File: src/hdl/lbs_pkg.sv
// Package for the skinning unit: widths, command codes, queue word type.
// No dependencies.
package lbs_pkg;
  localparam int NumJoints = 24;
  localparam int FracBits  = 16;
  localparam int WordW     = 32;
  localparam int AccW      = 48;
  localparam int Entries   = 12;
  localparam int TabDepth  = NumJoints * Entries;
  localparam int TabAw     = $clog2(TabDepth);
  localparam int QDepth    = 4;

  typedef enum logic [1:0] {
    CMD_LOAD = 2'd0, CMD_WEIGHT = 2'd1, CMD_VERTEX = 2'd2, CMD_NOP = 2'd3
  } cmd_t;

  typedef struct packed {
    cmd_t              cmd;
    logic [4:0]        joint;
    logic [3:0]        entry;
    logic signed [31:0] value;
    logic signed [31:0] pos_x;
    logic signed [31:0] pos_y;
    logic signed [31:0] pos_z;
  } item_t;

  typedef enum logic [2:0] {
    ST_IDLE, ST_MAC, ST_VTX, ST_SUM, ST_OUT
  } state_t;
endpackage

File: src/hdl/lbs_front.sv
// Front end: filters items and queues the useful ones for the back end.
// Depends on lbs_pkg.
module lbs_front import lbs_pkg::*; (
  input  logic  clk,
  input  logic  rst_n,
  input  logic  push,
  output logic  full,
  input  item_t in_item,
  output logic  q_valid,
  input  logic  q_take,
  output item_t q_item
);
  item_t q_r [QDepth];
  logic [$clog2(QDepth)-1:0] wp_r, rp_r;
  logic [$clog2(QDepth):0] cnt_r;
  logic keep, wr;

  always_comb begin
    keep = 1'b0;
    case (in_item.cmd)
      CMD_LOAD:   keep = (32'(in_item.joint) < NumJoints) && (in_item.entry < 4'(Entries));
      CMD_WEIGHT: keep = (32'(in_item.joint) < NumJoints) && (in_item.value != '0);
      CMD_VERTEX: keep = 1'b1;
      default:    keep = 1'b0;
    endcase
  end

  assign full    = (cnt_r == ($clog2(QDepth)+1)'(QDepth));
  assign wr      = push && !full && keep;
  assign q_valid = (cnt_r != '0);
  assign q_item  = q_r[rp_r];

  always_ff @(posedge clk) begin
    if (wr) q_r[wp_r] <= in_item;
    if (!rst_n) begin
      wp_r <= '0; rp_r <= '0; cnt_r <= '0;
    end else begin
      if (wr) wp_r <= wp_r + 1'b1;
      if (q_take) rp_r <= rp_r + 1'b1;
      cnt_r <= cnt_r + ($clog2(QDepth)+1)'(wr) - ($clog2(QDepth)+1)'(q_take);
    end
  end

  assert property (@(posedge clk) disable iff (!rst_n) q_take |-> q_valid)
    else $error("take from empty queue");
  assert property (@(posedge clk) disable iff (!rst_n) full |-> !wr)
    else $error("write into full queue");
  assert property (@(posedge clk) disable iff (!rst_n)
    cnt_r <= ($clog2(QDepth)+1)'(QDepth)) else $error("queue count overflow");
endmodule

File: config.mk
export PLATFORM = sky130hd
export DESIGN_NAME = lbs_front
export DESIGN_NICKNAME = d
export VERILOG_FILES = /design/src/hdl/lbs_pkg.sv /design/src/hdl/lbs_front.sv
export SDC_FILE = /design/constraint.sdc
export NUM_CORES = 1
export LEC_CHECK = 0
export CORE_ASPECT_RATIO = 1.1
export CORE_MARGIN = 1
export CORE_UTILIZATION = 59
export CTS_BUF_LIST = sky130_fd_sc_hd__clkbuf_4
export DETAILED_ROUTE_END_ITERATION = 16
export DONT_BUFFER_PORTS = 1
export PLACE_DENSITY = 0.78
export SETUP_SLACK_MARGIN = 0.5
export SYNTH_ARGS = -nofsm -noshare
export SYNTH_HDL_FRONTEND = slang
export SYNTH_SLANG_ARGS = --single-unit
File: constraint.sdc
create_clock -name clk -period 5.7 [get_ports clk]
set_input_delay 0.855 -clock clk [delete_from_list [all_inputs] [get_ports clk]]
set_output_delay 0.855 -clock clk [all_outputs]
set_load 0.01 [all_outputs]
==> metrics, run 1 <==
status=complete, no violations; switching portion of total power=22.3%; Reg power frac=55.9%; Fin. Hold Viols=0; CTS root buf=clkbuf_4; Std-Cell Rows=71; hold crit path type=input pin to flop; MaxCap Viol Count=0; Post-synth top cells=edfxtp_1, mux4_2, buf_2, buf_6; layout cells sized above 1=36.6%; Period Utilization, post-route=67.2%; clk_skew=28.1 ps; GP Congestion=0.749; Fmax=261 MHz; initial core utilization=60.2%; vias per cell=6.04; NetSw=1.95 mW; Total GRT Usage=20.9%; syn_area_per_cell=26.2 um^2; fin nets=1,057; Synthesized Nets=938; Routed Antenna Nets=0; Setup Crit Path Kind=flop to primary output; Clk Latency, worst-skew pair=770 ps; clk slew on worst S/H paths=70 ps; H-tree levels=4; Cells after Synth=788; pins over their slew limit=0; Slew HR=33.8%; R2R setup slack=2770 ps; io pins=284; Yosys cell types=26; Slew @ Worst Pin=992 ps; Iteration-0 DRC Markers=630; area share of the largest cell type after synthesis=80.9%; Yosys reg bits=565; Gate power share=8.0%; crit path launch type=flop; Final HPWL DP=22.3 mm; GRT Residual Overflow=0; Core Region=34,300 um^2; RSZ-0062 raised after global routing=no; Clock power frac=36.2%; initial antenna violation count=1; worst-path maximum fanout=44; PD cells=383 nW/um^2; drt first pass iters=7; area leader, netlist=edfxtp_1; number of synthesized flops with an enable pin=556; internal power=6.79 mW; setup violators final=0; global-route wire length before repair=54.2 mm; Vias=8,693; CTS Buffer Depth=3; top_reg_cell synth=edfxtp_1; TritonCTS buffer count=136; most frequent cell after synthesis=edfxtp_1; Static Leakage=7.14 nW; largest cells by area after synthesis=edfxtp_1, mux4_2, dfxtp_1; Post-CTS Resized=0; Seq/Total Area, Yosys=81.7%; # DRC=0; WP data required=4850 ps; vias in the first global route=9,196; CP arrival=2980 ps; yosys synthesis warning count=0; critical path endpoint category=primary output; CTS tree=built; Area Growth Syn to Fin=10.6%; Die W=180 um; CTS Sinks=565; Die ar.=35,700 um^2; min Tclk post-route=3830 ps; cell area after synthesis=20,600 um^2; Avg WL per Cell=25.6 um; input/output buffers=0; CTS Hold Bufs=0; Die Ht=198 um; drt total wl=36.8 mm; TNS Setup=0 ps; largest net degree at the start of global routing=81; Post-CTS Setup Inserts=0; FFs w/ async S/R, synth=0%; Final Core Density=66.6%; Peak VDD IR=0.000294 V
## registers in the layout, summed over array words and instances (netlist names), named ones only
signal / cells
q_r: 556
rp_r: 2
cnt_r: 3
wp_r: 2
## power by group through the flow
stage / registers, mW / clock network (mW) / logic (mW)
4_1_cts: 4.89 / 3.27 / 0.711
2_1_floorplan: 4.93 / 0 / 0.589
5_1_grt: 4.90 / 3.47 / 0.736
6_report: 4.88 / 3.16 / 0.697
3_5_place_dp: 4.97 / 0 / 0.711
3_3_place_gp: 4.96 / 0 / 0.699
## layout make-up
class / instances / area [um^2]
sequential: 565 / 16900
fill: 2096 / 11500
multi-input combinational: 186 / 3520
clock buffer: 187 / 1400
tap: 438 / 548
clock inverter: 45 / 295
timing repair buffer: 13 / 160
inverter: 5 / 18.8
antenna: 1 / 2.50
## critical path: stages, from the launching register on
cell     delay (ps)
dfxtp_4         940
buf_4           600
mux4_2          650
## worst paths after layout
check,startpoint,cells after the start,to
max,flop,2,q_item[125]
min,in_item[74],0,q_r[0][74]$_DFFE_PP_
max reg2reg,cnt_r[1]$_SDFF_PN0_,4,q_r[1][137]$_DFFE_PP_
min reg2reg,wp_r[0]$_SDFFE_PN0P_,2,wp_r[0]$_SDFFE_PN0P_
## metal layers
layer / track usage [%] / share of wire, %
met2: 34.2 / 52
met4: 9.21 / 2.1
met3: 9.78 / 11
met5: 0 / 0
met1: 23.7 / 36
## through the flow
stage / setup slack (ps) / hold slack, ps / cell area (um^2) / cells / power [mW]
after floorplan: 1850 / 468 / 20600 / 788 / 5.52
after global placement: 2090 / 475 / 21100 / 1207 / 5.65
after detailed placement: 2060 / 502 / 21100 / 1207 / 5.69
after CTS: 1650 / 63.4 / 22800 / 1439 / 8.87
after global routing: 1560 / 65.2 / 22800 / 1440 / 9.10
final: 1870 / 154 / 22800 / 1440 / 8.74
## cells in the final DEF (no fill, tap or decap), types with 2 or more instances in the layout
cell        count
mux4_2        139
and2_4          4
clkinv_4        2
inv_1           5
xnor2_1         3
clkinv_1       29
ha_1            6
nand4_1         2
clkinvlp_4      2
buf_4           8
dfxtp_1         7
dfxtp_4         2
clkbuf_4      187
inv_2           5
nand2_1         7
buf_12          5
or3_1           2
bufinv_16       4
and2_1          5
edfxtp_1      556
nor4_1          6
mux2i_1         2
clkinv_2        3
## logic make-up after synthesis
kind of cell               after synthesis  synth area share (%)
adders and majority gates                7                 0.461
buffers and inverters                   37                  1.24
xor gates and xnor gates                 4                 0.170
AOI/OAI and AO/OA                        1                0.0242
and+or+nand+nor                         32                  1.05
DFF                                    565                  81.7
muxes                                  142                  15.3
Note: power is estimated with default switching activity, not from simulation.
==> inputs of run 2 (changes only) <==
==> constraint.sdc (replaced) <==
create_clock -name clk -period 3.4 [get_ports clk]
set_input_delay 0.51 -clock clk [delete_from_list [all_inputs] [get_ports clk]]
set_output_delay 0.51 -clock clk [all_outputs]
set_load 0.01 [all_outputs]
==> metrics, run 2 (synthesis gave the netlist of run 1 again) <==
Slew @ Worst Pin=843 ps (was 992 ps); Largest regs=q_r (556), cnt_r (3) (unchanged); min Tclk post-route=2740 ps; largest net degree at the start of global routing=53 (was 81); Vias=9,593 (was 8,693); pins over their slew limit=0 (unchanged); Total GRT Usage=24.2% (was 20.9%); PD cells=609 nW/um^2 (was 383 nW/um^2); Die W=180 um (unchanged); Die ar.=35,700 um^2 (unchanged); most frequent cells in the layout=edfxtp_1, clkbuf_4, dlygate4sd3_1, mux4_2, clkinv_1 (was edfxtp_1, clkbuf_4, mux4_2, clkinv_1, buf_4); clk_skew=46.2 ps (was 28.1 ps); hold crit path type=input pin to flop (unchanged); layout cells sized above 1=33.8% (was 36.6%); CTS Buffer Depth=3 (unchanged); input/output buffers=0 (unchanged); NetSw=3.52 mW (was 1.95 mW); setup violators final=0 (unchanged); internal power=11.5 mW (was 6.79 mW); Gate power share=10.2% (was 8.0%); layout filler cell count=1,931 (was 2,096); Area Growth Syn to Fin=19.0% (was 10.6%); RSZ-0062 raised after global routing=no (unchanged); GRT Residual Overflow=0 (unchanged); crit path launch type=flop (unchanged); Fin. Hold Viols=0 (unchanged); vias in the first global route=10,400 (was 9,196); drt first pass iters=7 (unchanged); Static Leakage=7.87 nW (was 7.14 nW); Clk Latency, worst-skew pair=810 ps (was 770 ps); CTS root buf=clkbuf_4 (unchanged); Avg WL per Cell=26.2 um (was 25.6 um); Die Ht=198 um (unchanged); clk slew on worst S/H paths=60 ps (was 70 ps); Iteration-0 DRC Markers=814 (was 630); Period Utilization, post-route=80.7%; final worst setup slack=657 ps (was 1870 ps); Routed Antenna Nets=0 (unchanged); drt total wl=42.0 mm (was 36.8 mm); vias per cell=5.99 (was 6.04); fin nets=1,220 (was 1,057); io pins=284 (unchanged); status=complete, no violations (unchanged); Peak VDD IR=0.000469 V (was 0.000294 V); critical path endpoint category=primary output (unchanged); Biggest register=q_r (unchanged); WP data required=2890 ps (was 4850 ps); placed instance count=1,224 (was 1,207); Clock power frac=35.4% (was 36.2%); GP Congestion=0.734 (was 0.749); Slew HR=43.8% (was 33.8%); commonest non-fill, non-tap cell in the layout=edfxtp_1 (unchanged); Design Area, Final=24,600 um^2 (was 22,800 um^2); MaxCap Viol Count=0 (unchanged); initial antenna violation count=6 (was 1); Core Region=34,300 um^2 (unchanged); CP arrival=2230 ps (was 2980 ps); Fmax=365 MHz; TritonCTS buffer count=135 (was 136); # DRC=0 (unchanged); Final HPWL DP=23.9 mm (was 22.3 mm); Finished Layout Cells=1,602 (was 1,440); dpl ws=178 ps (was 2060 ps); Setup Crit Path Kind=flop to primary output (unchanged); Reg power frac=54.4% (was 55.9%); worst-path maximum fanout=52 (was 44); CTS Sinks=565 (unchanged); dpl cell area=21,400 um^2 (was 21,100 um^2); global-route wire length before repair=61.9 mm (was 54.2 mm); Std-Cell Rows=71 (unchanged); switching portion of total power=23.5% (was 22.3%); H-tree levels=4 (unchanged); CTS tree=built (unchanged); TNS Setup=0 ps (unchanged); Largest register FFs=556 (unchanged); initial core utilization=60.2% (unchanged)
==> run 2: cell count changes in the layout (fill, tap and decap cells not counted), moves of 3 or more <==
cell           before  now
buf_12              5   16
buf_4               8   16
clkbuf_4          187  191
clkinv_1           29   21
clkinv_4            2    5
dlygate4sd3_1       0  142
inv_2               5    2
==> run 2: critical path: stages, from the launching register on <==
cell	delay [ps]
dfxtp_4	600
buf_12	330
mux4_2	440
==> run 2: cell type report <==
type / count / area [um^2] / share of cell area, %
flip-flops and latches: 565 / 16900 / 68.7
multi-input cells: 186 / 3520 / 14.3
repair buffers: 177 / 1910 / 7.78
clock buffers: 191 / 1430 / 5.84
well taps: 438 / 548 / 2.23
clock inverters: 38 / 244 / 0.993
inverters: 5 / 18.8 / 0.0764
diodes: 2 / 5.00 / 0.0204
==> run 2: power groups by stage <==
stage | Sequential (mW) | Combinational [mW] | Clock (mW)
2_1_floorplan | 8.26 | 0.987 | 0
3_3_place_gp | 8.28 | 1.24 | 0
3_5_place_dp | 8.32 | 1.27 | 0
4_1_cts | 8.14 | 1.54 | 5.39
5_1_grt | 8.16 | 1.62 | 5.77
6_report | 8.14 | 1.53 | 5.30
==> run 2: worst paths after layout <==
kind,startpoint,end,slack [ps],cells after the start
max,flop,q_item[108],660,2
min,in_item[137],wp_r[1]$_SDFFE_PN0P_,90,3
max reg2reg,cnt_r[1]$_SDFF_PN0_,cnt_r[2]$_SDFF_PN0_,770,11
min reg2reg,wp_r[1]$_SDFFE_PN0P_,wp_r[1]$_SDFFE_PN0P_,530,2
==> run 2: repair_timing <==
item                                    CTS  global route
endpoints found under the hold margin   565             0
buffers inserted                          5             0
endpoints found under the setup margin  133             0
gates resized for setup                   2             0
hold buffers                            142             0
==> run 2: per-layer routing <==
metal | up-vias | GRT usage [%] | wire length [um]
met4 | 8 | 11.4 | 1140
met3 | 84 | 8.72 | 4100
met1 | 4921 | 28.5 | 14900
li1 | 4074 | - | -
met2 | 506 | 40.0 | 21800
met5 | - | 0 | 46
==> run 2: metrics by stage <==
| step | power (mW) | util [%] | hold WS (ps) |
|---|---|---|---|
| floorplan | 9.25 | - | 468 |
| global placement | 9.53 | 62.3 | 476 |
| detailed placement | 9.59 | 62.3 | 519 |
| CTS | 15.1 | 71.6 | 21.9 |
| global route | 15.5 | 71.6 | 60.0 |
| finish | 15.0 | 71.6 | 91.5 |
